<file path="src/rtl/button_press_classifier_unit_defines.svh">
// Assertion macros for the button press classifier.
`ifndef BUTTON_PRESS_CLASSIFIER_UNIT_DEFINES_SVH
`define BUTTON_PRESS_CLASSIFIER_UNIT_DEFINES_SVH

`ifndef SYNTHESIS
// antecedent holds -> consequent holds in the same cycle
`define BPC_ASSERT_SAME(label, clk, rstn, ante, cons) \
    label: assert property (@(posedge clk) disable iff (!rstn) (ante) |-> (cons)) \
        else $error("assertion failed");
// antecedent holds -> consequent holds in the next cycle
`define BPC_ASSERT_NEXT(label, clk, rstn, ante, cons) \
    label: assert property (@(posedge clk) disable iff (!rstn) (ante) |=> (cons)) \
        else $error("assertion failed");
`else
`define BPC_ASSERT_SAME(label, clk, rstn, ante, cons)
`define BPC_ASSERT_NEXT(label, clk, rstn, ante, cons)
`endif

`endif

</file>
<file path="src/rtl/bpc_pkg.sv">
package bpc_pkg;

    typedef enum logic [2:0] {
        EV_SHORT      = 3'd0,
        EV_RELEASED   = 3'd1,
        EV_LONG       = 3'd2,
        EV_VERY_LONG  = 3'd3,
        EV_RESET_HOLD = 3'd4
    } event_code_t;

    localparam int CfgIndexWidth = 3;
    localparam int CfgDataWidth  = 16;
    localparam int TimeWidth     = 32;

    localparam logic [CfgIndexWidth-1:0] REG_DEBOUNCE   = 3'd0;
    localparam logic [CfgIndexWidth-1:0] REG_MIN_PRESS  = 3'd1;
    localparam logic [CfgIndexWidth-1:0] REG_SHORT_MAX  = 3'd2;
    localparam logic [CfgIndexWidth-1:0] REG_LONG       = 3'd3;
    localparam logic [CfgIndexWidth-1:0] REG_VERY_LONG  = 3'd4;
    localparam logic [CfgIndexWidth-1:0] REG_RESET_HOLD = 3'd5;
    localparam logic [CfgIndexWidth-1:0] REG_COOLDOWN   = 3'd6;

    localparam logic [CfgDataWidth-1:0] DEBOUNCE_RST   = 16'd50;
    localparam logic [CfgDataWidth-1:0] MIN_PRESS_RST  = 16'd50;
    localparam logic [CfgDataWidth-1:0] SHORT_MAX_RST  = 16'd1000;
    localparam logic [CfgDataWidth-1:0] LONG_RST       = 16'd4000;
    localparam logic [CfgDataWidth-1:0] VERY_LONG_RST  = 16'd7000;
    localparam logic [CfgDataWidth-1:0] RESET_HOLD_RST = 16'd10000;
    localparam logic [CfgDataWidth-1:0] COOLDOWN_RST   = 16'd500;

    localparam logic [2:0] TIER_LONG      = 3'b001;
    localparam logic [2:0] TIER_VERY_LONG = 3'b010;
    localparam logic [2:0] TIER_RESET     = 3'b100;

endpackage

</file>
<file path="src/rtl/button_press_classifier_unit.sv">
// Pipeline: an accepted sample waits in the input register until processed; its result is
// then registered in the result register. Throughput: one sample per cycle while the output
// is not stalled and the sample yields at most one result; a sample that yields a short press
// and a release holds the input while the second result leaves through the pending register.
// Reset: synchronous, active low; clears all press state and loads register defaults.
`include "button_press_classifier_unit_defines.svh"

module button_press_classifier_unit
    import bpc_pkg::*;
(
    input  logic                     aclk,
    input  logic                     aresetn,
    input  logic                     s_valid,
    output logic                     s_ready,
    input  logic                     s_pin_level,
    input  logic [TimeWidth-1:0]     s_now_ms,
    output logic                     m_valid,
    input  logic                     m_ready,
    output logic [2:0]               m_event_code,
    output logic [TimeWidth-1:0]     m_duration_ms,
    output logic                     m_last_event,
    input  logic                     cfg_valid,
    output logic                     cfg_ready,
    input  logic [CfgIndexWidth-1:0] cfg_index,
    input  logic [CfgDataWidth-1:0]  cfg_data
);

    logic [CfgDataWidth-1:0] debounce_reg, min_press_reg, short_max_reg, long_reg;
    logic [CfgDataWidth-1:0] very_long_reg, reset_hold_reg, cooldown_reg;

    logic                 in_valid_reg;
    logic                 in_level_reg;
    logic [TimeWidth-1:0] in_now_reg;

    logic                 prev_level_reg, stable_level_reg, pressing_reg;
    logic [TimeWidth-1:0] change_time_reg, press_start_reg, valid_press_reg;
    logic [2:0]           tier_reg;

    logic                 m_valid_reg, m_last_reg, pend_valid_reg;
    event_code_t          m_code_reg;
    logic [TimeWidth-1:0] m_dur_reg, pend_dur_reg;

    logic                 proc;
    logic                 stable_level_next, pressing_next;
    logic [TimeWidth-1:0] change_time_next, press_start_next, valid_press_next;
    logic [2:0]           tier_next;
    logic [TimeWidth-1:0] since_change, dur, since_valid, hold;
    logic                 take_level, rel_fire, press_ok, short_fire;
    logic [2:0]           tier_bit;
    event_code_t          tier_code;
    logic                 tier_fire;
    logic [1:0]           res_cnt;
    event_code_t          r0_code;
    logic [TimeWidth-1:0] r0_dur;

    assign proc      = in_valid_reg && !pend_valid_reg && (!m_valid_reg || m_ready);
    assign s_ready   = !in_valid_reg || proc;
    assign cfg_ready = 1'b1;

    always_comb begin
        change_time_next  = (in_level_reg != prev_level_reg) ? in_now_reg : change_time_reg;
        since_change      = in_now_reg - change_time_next;
        take_level        = (since_change > {16'd0, debounce_reg})
                            && (in_level_reg != stable_level_reg);
        stable_level_next = take_level ? in_level_reg : stable_level_reg;
        press_start_next  = press_start_reg;
        pressing_next     = pressing_reg;
        valid_press_next  = valid_press_reg;
        dur               = in_now_reg - press_start_reg;
        since_valid       = in_now_reg - valid_press_reg;
        rel_fire          = take_level && in_level_reg && pressing_reg;
        press_ok          = (dur > {16'd0, min_press_reg})
                            && (since_valid > {16'd0, cooldown_reg});
        short_fire        = rel_fire && press_ok && (dur < {16'd0, short_max_reg});
        if (take_level && !in_level_reg) begin
            press_start_next = in_now_reg;
            pressing_next    = 1'b1;
        end
        if (rel_fire) begin
            pressing_next = 1'b0;
            if (press_ok) begin
                valid_press_next = in_now_reg;
            end
        end
    end

    always_comb begin
        hold = in_now_reg - press_start_next;
        if (hold >= {16'd0, reset_hold_reg}) begin
            tier_bit  = TIER_RESET;
            tier_code = EV_RESET_HOLD;
        end else if (hold >= {16'd0, very_long_reg}) begin
            tier_bit  = TIER_VERY_LONG;
            tier_code = EV_VERY_LONG;
        end else if (hold >= {16'd0, long_reg}) begin
            tier_bit  = TIER_LONG;
            tier_code = EV_LONG;
        end else begin
            tier_bit  = 3'b000;
            tier_code = EV_LONG;
        end
        tier_fire = pressing_next && ((tier_bit & ~tier_reg) != 3'b000);
        tier_next = pressing_next ? (tier_reg | tier_bit) : 3'b000;
    end

    always_comb begin
        if (rel_fire) begin
            res_cnt = short_fire ? 2'd2 : 2'd1;
            r0_code = short_fire ? EV_SHORT : EV_RELEASED;
            r0_dur  = dur;
        end else if (tier_fire) begin
            res_cnt = 2'd1;
            r0_code = tier_code;
            r0_dur  = hold;
        end else begin
            res_cnt = 2'd0;
            r0_code = EV_RELEASED;
            r0_dur  = dur;
        end
    end

    always_ff @(posedge aclk) begin
        if (!aresetn) begin
            debounce_reg   <= DEBOUNCE_RST;
            min_press_reg  <= MIN_PRESS_RST;
            short_max_reg  <= SHORT_MAX_RST;
            long_reg       <= LONG_RST;
            very_long_reg  <= VERY_LONG_RST;
            reset_hold_reg <= RESET_HOLD_RST;
            cooldown_reg   <= COOLDOWN_RST;
        end else if (cfg_valid && cfg_ready) begin
            case (cfg_index)
                REG_DEBOUNCE:   debounce_reg   <= cfg_data;
                REG_MIN_PRESS:  min_press_reg  <= cfg_data;
                REG_SHORT_MAX:  short_max_reg  <= cfg_data;
                REG_LONG:       long_reg       <= cfg_data;
                REG_VERY_LONG:  very_long_reg  <= cfg_data;
                REG_RESET_HOLD: reset_hold_reg <= cfg_data;
                REG_COOLDOWN:   cooldown_reg   <= cfg_data;
                default: ;
            endcase
        end
    end

    always_ff @(posedge aclk) begin
        if (!aresetn) begin
            in_valid_reg <= 1'b0;
        end else if (s_valid && s_ready) begin
            in_valid_reg <= 1'b1;
        end else if (proc) begin
            in_valid_reg <= 1'b0;
        end
    end

    always_ff @(posedge aclk) begin
        if (s_valid && s_ready) begin
            in_level_reg <= s_pin_level;
            in_now_reg   <= s_now_ms;
        end
    end

    always_ff @(posedge aclk) begin
        if (!aresetn) begin
            prev_level_reg   <= 1'b1;
            stable_level_reg <= 1'b1;
            change_time_reg  <= '0;
            press_start_reg  <= '0;
            valid_press_reg  <= '0;
            pressing_reg     <= 1'b0;
            tier_reg         <= 3'b000;
        end else if (proc) begin
            prev_level_reg   <= in_level_reg;
            stable_level_reg <= stable_level_next;
            change_time_reg  <= change_time_next;
            press_start_reg  <= press_start_next;
            valid_press_reg  <= valid_press_next;
            pressing_reg     <= pressing_next;
            tier_reg         <= tier_next;
        end
    end

    always_ff @(posedge aclk) begin
        if (!aresetn) begin
            m_valid_reg    <= 1'b0;
            pend_valid_reg <= 1'b0;
        end else if (proc && (res_cnt != 2'd0)) begin
            m_valid_reg    <= 1'b1;
            pend_valid_reg <= (res_cnt == 2'd2);
        end else if (m_valid_reg && m_ready) begin
            m_valid_reg    <= pend_valid_reg;
            pend_valid_reg <= 1'b0;
        end
    end

    always_ff @(posedge aclk) begin
        if (proc && (res_cnt != 2'd0)) begin
            m_code_reg   <= r0_code;
            m_dur_reg    <= r0_dur;
            m_last_reg   <= (res_cnt == 2'd1);
            pend_dur_reg <= dur;
        end else if (m_valid_reg && m_ready && pend_valid_reg) begin
            m_code_reg <= EV_RELEASED;
            m_dur_reg  <= pend_dur_reg;
            m_last_reg <= 1'b1;
        end
    end

    assign m_valid       = m_valid_reg;
    assign m_event_code  = m_code_reg;
    assign m_duration_ms = m_dur_reg;
    assign m_last_event  = m_last_reg;

    `BPC_ASSERT_SAME(a_pend_behind_out, aclk, aresetn, pend_valid_reg, m_valid_reg)
    `BPC_ASSERT_SAME(a_pend_after_short, aclk, aresetn, pend_valid_reg,
                     m_code_reg == EV_SHORT && !m_last_reg)
    `BPC_ASSERT_NEXT(a_two_results_queue, aclk, aresetn, proc && res_cnt == 2'd2,
                     pend_valid_reg && m_valid_reg)
    `BPC_ASSERT_SAME(a_tiers_clear_idle, aclk, aresetn, !pressing_reg, tier_reg == 3'b000)

endmodule

</file>
<file path="config.mk">
export PLATFORM = sky130hd
export DESIGN_NAME = button_press_classifier_unit
export DESIGN_NICKNAME = d
export VERILOG_FILES = /design/src/rtl/bpc_pkg.sv /design/src/rtl/button_press_classifier_unit.sv
export VERILOG_INCLUDE_DIRS = /design/src /design/src/rtl
export SDC_FILE = /design/constraint.sdc
export NUM_CORES = 1
export LEC_CHECK = 0
export CAP_MARGIN = 20
export CORE_MARGIN = 8
export CORE_UTILIZATION = 50
export CTS_CLUSTER_DIAMETER = 200
export DETAILED_ROUTE_END_ITERATION = 12
export DONT_BUFFER_PORTS = 1
export GPL_TIMING_DRIVEN = 0
export PLACE_DENSITY_LB_ADDON = 0.05
export SYNTH_ARGS = -nofsm -noshare
export SYNTH_HDL_FRONTEND = slang
export SYNTH_SLANG_ARGS = --single-unit
</file>
<file path="constraint.sdc">
create_clock -name aclk -period 17.2 [get_ports aclk]
set_input_delay 1.72 -clock aclk [delete_from_list [all_inputs] [get_ports aclk]]
set_output_delay 1.72 -clock aclk [all_outputs]
set_load 0.005 [all_outputs]
</file>
==> key figures, run 1 <==
Min path
  • Hold Path Class: reg -> reg

Yosys
  • Post-synth net total: 3070
  • Post-synthesis register bit count: 318
  • Yosys warnings: 0
  • Mux contribution to synthesized area: 3.95%
  • Largest family of logic cells by synthesized area: compound AO/OA/AOI/OAI gates
  • EDFF count, synth: 101
  • Synthesized instance count: 2785
  • Post-synthesis sequential area ratio: 31.8%
  • Most common flop cell mapped by yosys: dfxtp_1
  • Area leader, netlist: dfxtp_1
  • XOR/XNOR Fraction of Synth Area: 3.54%
  • Syn avg cell area: 8.34 um^2
  • Post-synth ARST share: 0%
  • Adder-Cell Fraction of Synth Area: 12.6%
  • Synth Area in Simple Gates: 18.3%
  • Synth top area cells: dfxtp_1 (19%), edfxtp_1 (13%), ha_1 (12%)
  • Netlist cell types: 106
  • Synth top area share: 18.7%
  • Complex-gate fraction of the synthesized area: 23.7%
  • Cell Area, Synth: 23200 um^2

Cells and area
  • Share of cells above drive strength 1: 4.90%
  • Fin nets: 3114
  • Layout Utilization: 54.9%
  • Synth-to-Final Area Change: 9.23%
  • Fillers: 4334

Route
  • DR vias/cell: 5.91
  • Wirelength per Cell: 21.2 um
  • Via count: 20503
  • Initial DRC count: 1440
  • TritonRoute pass-1 iters: 6
  • Routed wire length: 73.7 mm
  • # DRC: 0
  • Post-route ant nets: 0

Place
  • GPL Wtd Cong: 0.967
  • Port bufs: 0
  • Post-DP HPWL: 59.0 mm

Timing
  • Period utilization: 93.6%
  • Setup Viol. Count Final: 0
  • Clk_skew: 0.0265 ns
  • Final hold vios: 0
  • Hold_ws: 0.457 ns
  • RSZ-0062 raised after global routing: false
  • Tmin final: 16.10 ns
  • Slew @ Worst Pin: 1.06 ns
  • Achievable Freq: 62.1 MHz
  • Final Slew Violations: 0
  • Setup tns final: 0 ns
  • Slew Limit Headroom: 29.4%

Floorplanning
  • DIE AREA: 53600 um^2
  • Core area: 46200 um^2
  • Ports: 96
  • Row count: 79
  • Die Wd: 231 um
  • Initial Util: 50.3%
  • Chip Height: 231 um

Critical path
  • Worst Setup Start Kind: flip-flop
  • Critical Path AT: 16.42 ns
  • Crit path top cell by count: ha_1
  • Slowest cell on crit path: buf_1
  • Required time of the critical path: 17.52 ns
  • Worst setup EP type: flip-flop
  • Crit Path Max Fanout: 19
  • Max incr delay on CP: 0.66 ns
  • CP Class: reg -> reg

Clocking
  • CTS tree: yes
  • CTS H-Tree Depth: 2
  • Clk slew on worst S/H paths: 0.06 ns
  • # resized after CTS: 0
  • Clk buf depth: 3
  • Insertion delay to the later sink of the worst-skew pair: 0.59 ns
  • Root Buffer: clkbuf_16
  • Num CTS Buffers: 40
  • CTS Sinks: 318
  • Setup repair bufs after CTS: 0
  • Cts hold-fix bufs: 0

Global routing
  • Tot GR Track Use: 26.9%
  • Grt ovf: 0
  • Vias in the first global route: 19950
  • First-pass GRT wire length: 113 mm
  • Initial antenna violation count: 1
  • Largest net degree at the start of global routing: 42

Power
  • Pwr Density: 97.5 nW/um^2
  • VDD IR-drop max: 0.0000857 V
  • Leak: 10.1 nW

Status
  • Outcome: finished, final reports clean

Flow run
  • Max Cap Viol: 0
-- cell usage in the layout (no fill, tap or decap), types with 13 or more instances in the layout --
| master | n |
|---|---|
| o211ai_1 | 58 |
| clkbuf_1 | 106 |
| nand2b_1 | 40 |
| nor4_1 | 14 |
| edfxtp_1 | 101 |
| dfxtp_1 | 217 |
| inv_1 | 241 |
| nor2_1 | 133 |
| nor2b_1 | 31 |
| a211oi_1 | 15 |
| xnor2_1 | 50 |
| o21a_1 | 31 |
| ha_1 | 225 |
| a21oi_1 | 154 |
| a21o_1 | 97 |
| nand2_1 | 481 |
| clkbuf_16 | 42 |
| nand3_1 | 48 |
| and4_1 | 13 |
| o211a_1 | 25 |
| o21ai_0 | 81 |
| nand4_1 | 42 |
| a31oi_1 | 20 |
| o21bai_1 | 16 |
| xor2_1 | 42 |
| nor3_1 | 33 |
| mux2i_1 | 87 |
| a21boi_0 | 129 |
-- cells in the mapped netlist, types with 50 or more instances --
cell / n
a21boi_0: 129
edfxtp_1: 101
xnor2_1: 50
o211ai_1: 58
nand2_1: 481
dfxtp_1: 217
clkbuf_1: 100
o21ai_0: 81
mux2i_1: 87
ha_1: 225
inv_1: 241
a21oi_1: 154
nor2_1: 133
a21o_1: 97
-- metrics by stage --
| step | total power [mW] | setup WS (ns) | instance area, um^2 | cells |
|---|---|---|---|---|
| after floorplan | 1.39 | 5.25 | 23200 | 2785 |
| final | 2.47 | 1.10 | 25400 | 3469 |
| after global routing | 2.60 | 0.345 | 25400 | 3467 |
| after CTS | 2.48 | 1.23 | 25400 | 3467 |
| after detailed placement | 1.61 | 1.31 | 24000 | 3394 |
| after global placement | 1.59 | 1.07 | 24000 | 3392 |
-- final timing paths --
check,startpoint,end,slack [ns],cells past startpoint
worst max-delay path,in_level_reg,m_last_event,1.10,55
worst min-delay path,valid_press_reg[19],valid_press_reg[19],0.46,2
worst max register to register,in_level_reg,m_last_event,1.10,55
worst min register to register,valid_press_reg[19],valid_press_reg[19],0.46,2
-- final cells by class --
class | count | area [um^2] | share of cell area (%)
clock buffer | 51 | 1110 | 4.40
antenna | 2 | 5.00 | 0.0197
clock inverter | 22 | 229 | 0.903
sequential | 318 | 7380 | 29.1
buffer | 124 | 520 | 2.05
timing repair buffer | 2 | 32.5 | 0.128
multi-input combinational | 2101 | 14400 | 56.8
inverter | 242 | 908 | 3.58
tap | 607 | 759 | 3.00
-- routing by layer --
metal / GRT usage [%] / wire length, um / vias up
li1: - / - / 10033
met1: 35.4 / 33600 / 9704
met2: 44.1 / 33300 / 638
met3: 3.89 / 4110 / 128
met4: 10.6 / 2700 / 0
met5: 0 / 0 / -
-- kinds of logic after synthesis --
family	count (synthesis)
AND/OR/NAND/NOR	918
AO/OA/AOI/OAI	765
buffers and inverters	366
flip-flops	318
adder cells (fa/ha/maj)	233
XOR/XNOR	93
multiplexers	91
other	1
-- worst max-delay path: cells and delay by family, from the launching register on --
family	cells	cell delay (ns)
XOR/XNOR	1	0.39
adder cells (fa/ha/maj)	6	1.90
AND/OR/NAND/NOR	14	4.19
flip-flops	1	0.52
buffers and inverters	11	3.31
multiplexers	1	0.28
AO/OA/AOI/OAI	22	5.15
-- where the power goes --
group,switching [mW],internal (mW),leakage (nW)
Combinational,0.478,0.277,6.73
Clock,0.358,0.510,0.659
Sequential,0.0334,0.816,2.71
Note: power is estimated with default switching activity, not from simulation.
==> run 2: changes to the inputs <==
Settings changed: CTS_BUF_LIST set to sky130_fd_sc_hd__clkbuf_8.
==> run 2 against run 1 <==
  * Critical path depth stayed put
  * Clock power shrank 13%
  * Final cell count rose by 0.98%
  * Register-to-register slack better by 0.03 ns
  * Utilization is 0.28 points lower
  * Non-clock buffer count unchanged
  * Sequential share of layout area up 0.15 points
  * Clock-buffer cell count is 20 higher
  * Sequential cell count unchanged
  * Global-route usage up 0.12 points
  * Largest power group is now sequential cells
==> key figures, run 2 (same netlist as run 1, synthesis figures left out) <==
Status
  • Outcome: finished, final reports clean (unchanged)

Timing
  • Slew Limit Headroom: 28.0% (was 29.4%)
  • Tmin final: 16.06 ns (was 16.10 ns)
  • Setup Viol. Count Final: 0 (unchanged)
  • Setup tns final: 0 ns (unchanged)
  • RSZ-0062 raised after global routing: false (unchanged)
  • Clk_skew: 0.0309 ns (was 0.0265 ns)
  • Slew @ Worst Pin: 1.08 ns (was 1.06 ns)
  • Period utilization: 93.4% (was 93.6%)
  • Final hold vios: 0 (unchanged)
  • Achievable Freq: 62.3 MHz (was 62.1 MHz)
  • Final Slew Violations: 0 (unchanged)

Clocking
  • Clk slew on worst S/H paths: 0.06 ns (about the same)
  • Setup repair bufs after CTS: 0 (unchanged)
  • Clk buf depth: 3 (unchanged)
  • Insertion delay to the later sink of the worst-skew pair: 0.69 ns (was 0.59 ns)
  • CTS Sinks: 318 (unchanged)
  • Root Buffer: clkbuf_8 (was clkbuf_16)
  • Cts hold-fix bufs: 0 (unchanged)
  • CTS tree: yes (unchanged)
  • CTS H-Tree Depth: 2 (unchanged)
  • Num CTS Buffers: 57 (was 40)
  • # resized after CTS: 0 (unchanged)

Route
  • Met3 wire len: 4.41 mm (was 4.11 mm)
  • WL met2: 33.4 mm (was 33.3 mm)
  • # DRC: 0 (unchanged)
  • Sum of routed wire segments on met1: 33.4 mm (was 33.6 mm)
  • Max Used Layer: met4 (unchanged)
  • Via count: 20593 (was 20503)
  • DR vias/cell: 5.88 (was 5.91)
  • Wirelength per Cell: 21.1 um (was 21.2 um)
  • Post-route ant nets: 0 (unchanged)
  • Routed wire length: 74.0 mm (was 73.7 mm)
  • TritonRoute pass-1 iters: 6 (unchanged)
  • Initial DRC count: 1364 (was 1440)

Critical path
  • Required time of the critical path: 17.62 ns (was 17.52 ns)
  • Critical Path AT: 16.49 ns (was 16.42 ns)
  • Max incr delay on CP: 0.65 ns (was 0.66 ns)
  • Crit Path Max Fanout: 19 (unchanged)
  • CP Class: reg -> reg (unchanged)
  • Slowest cell on crit path: buf_1 (unchanged)
  • Worst Setup Start Kind: flip-flop (unchanged)
  • Crit path top cell by count: ha_1 (unchanged)
  • Worst setup EP type: flip-flop (unchanged)

Place
  • Placed instance count: 3394 (unchanged)
  • Post-DP HPWL: 59.0 mm (unchanged)
  • GPL Wtd Cong: 0.967 (unchanged)
  • Port bufs: 0 (unchanged)

Global routing
  • Tot GR Track Use: 27.0% (was 26.9%)
  • Largest net degree at the start of global routing: 42 (unchanged)
  • First-pass GRT wire length: 114 mm (was 113 mm)
  • Grt ovf: 0 (unchanged)
  • Vias in the first global route: 20200 (was 19950)
  • Initial antenna violation count: 1 (unchanged)

Floorplanning
  • Chip Height: 231 um (unchanged)
  • Core area: 46200 um^2 (unchanged)
  • Initial Util: 50.3% (unchanged)
  • Row count: 79 (unchanged)
  • Die Wd: 231 um (unchanged)
  • Ports: 96 (unchanged)
  • DIE AREA: 53600 um^2 (unchanged)

Power
  • VDD IR-drop max: 0.0000703 V (was 0.0000857 V)
  • Pwr Density: 93.7 nW/um^2 (was 97.5 nW/um^2)
  • Leak: 10.1 nW (about the same)

Cells and area
  • Most frequent cells in the layout: nand2_1 (481), inv_1 (254), ha_1 (225) (was nand2_1 (481), inv_1 (241), ha_1 (225))
  • Fillers: 4363 (was 4334)
  • Synth-to-Final Area Change: 8.66% (was 9.23%)
  • Fin nets: 3131 (was 3114)
  • Layout Cells excl Fill: 3503 (was 3469)
  • Share of cells above drive strength 1: 5.81% (was 4.90%)
  • Most common cell after layout, fill and taps aside: nand2_1 (unchanged)

Flow run
  • Max Cap Viol: 0 (unchanged)

Min path
  • Hold Path Class: reg -> reg (unchanged)
[run 2: changes by cell type in the layout (fill, tap and decap cells not counted), moves of 2 or more]
cell / previous run / this run
inv_1: 241 / 254
clkinv_4: 2 / 0
clkinv_2: 5 / 12
clkbuf_16: 42 / 0
clkbuf_8: 3 / 71
inv_6: 3 / 0
inv_16: 2 / 0
clkbuf_1: 106 / 100
[run 2: final timing paths]
kind	start	endpoint	slack, ns	cells after the start
worst max-delay path	in_level_reg	m_duration_ms[30]	1.14	55
worst min register to register	valid_press_reg[19]	valid_press_reg[19]	0.46	2
worst min-delay path	valid_press_reg[19]	valid_press_reg[19]	0.46	2
worst max register to register	in_level_reg	m_duration_ms[30]	1.14	55
[run 2: metal layers]
metal  up-vias  global-route usage [%]
li1      10065                       -
met1      9727                    35.4
met2       641                    44.1
met3       160                    4.52
met4         0                    10.6
met5         -                       0
[run 2: cell type report]
type	count	area, um^2	area share [%]
antenna	2	5.00	0.0198
buffer	124	520	2.06
clock buffer	71	977	3.87
clock inverter	36	235	0.932
inverter	242	908	3.60
multi-input combinational	2101	14400	57.1
sequential	318	7380	29.2
tap	607	759	3.01
timing repair buffer	2	32.5	0.129
[run 2: metrics by stage]
step | worst slack (ns) | instance area, um^2 | hold WS (ns) | total power [mW] | util (%)
4_1_cts | 1.23 | 25200 | 0.460 | 2.38 | 54.6
3_3_place_gp | 1.07 | 24000 | 0.442 | 1.59 | 51.9
2_1_floorplan | 5.25 | 23200 | 0.435 | 1.39 | -
3_5_place_dp | 1.31 | 24000 | 0.449 | 1.61 | 52.0
5_1_grt | 0.279 | 25200 | 0.477 | 2.50 | 54.6
6_report | 1.14 | 25200 | 0.457 | 2.36 | 54.6
[run 2: power breakdown]
part           switching, mW  internal [mW]
Clock                  0.353          0.406
Sequential            0.0334          0.816
Combinational          0.478          0.277
[run 2: worst max-delay path, delay by kind of cell, from the launching register on]
family | cells | cell delay (ns)
compound gates | 22 | 5.16
xor+xnor | 1 | 0.40
fa+ha+maj | 6 | 1.90
buf+inv | 11 | 3.27
flops | 1 | 0.53
mux | 1 | 0.28
simple gates | 14 | 4.20
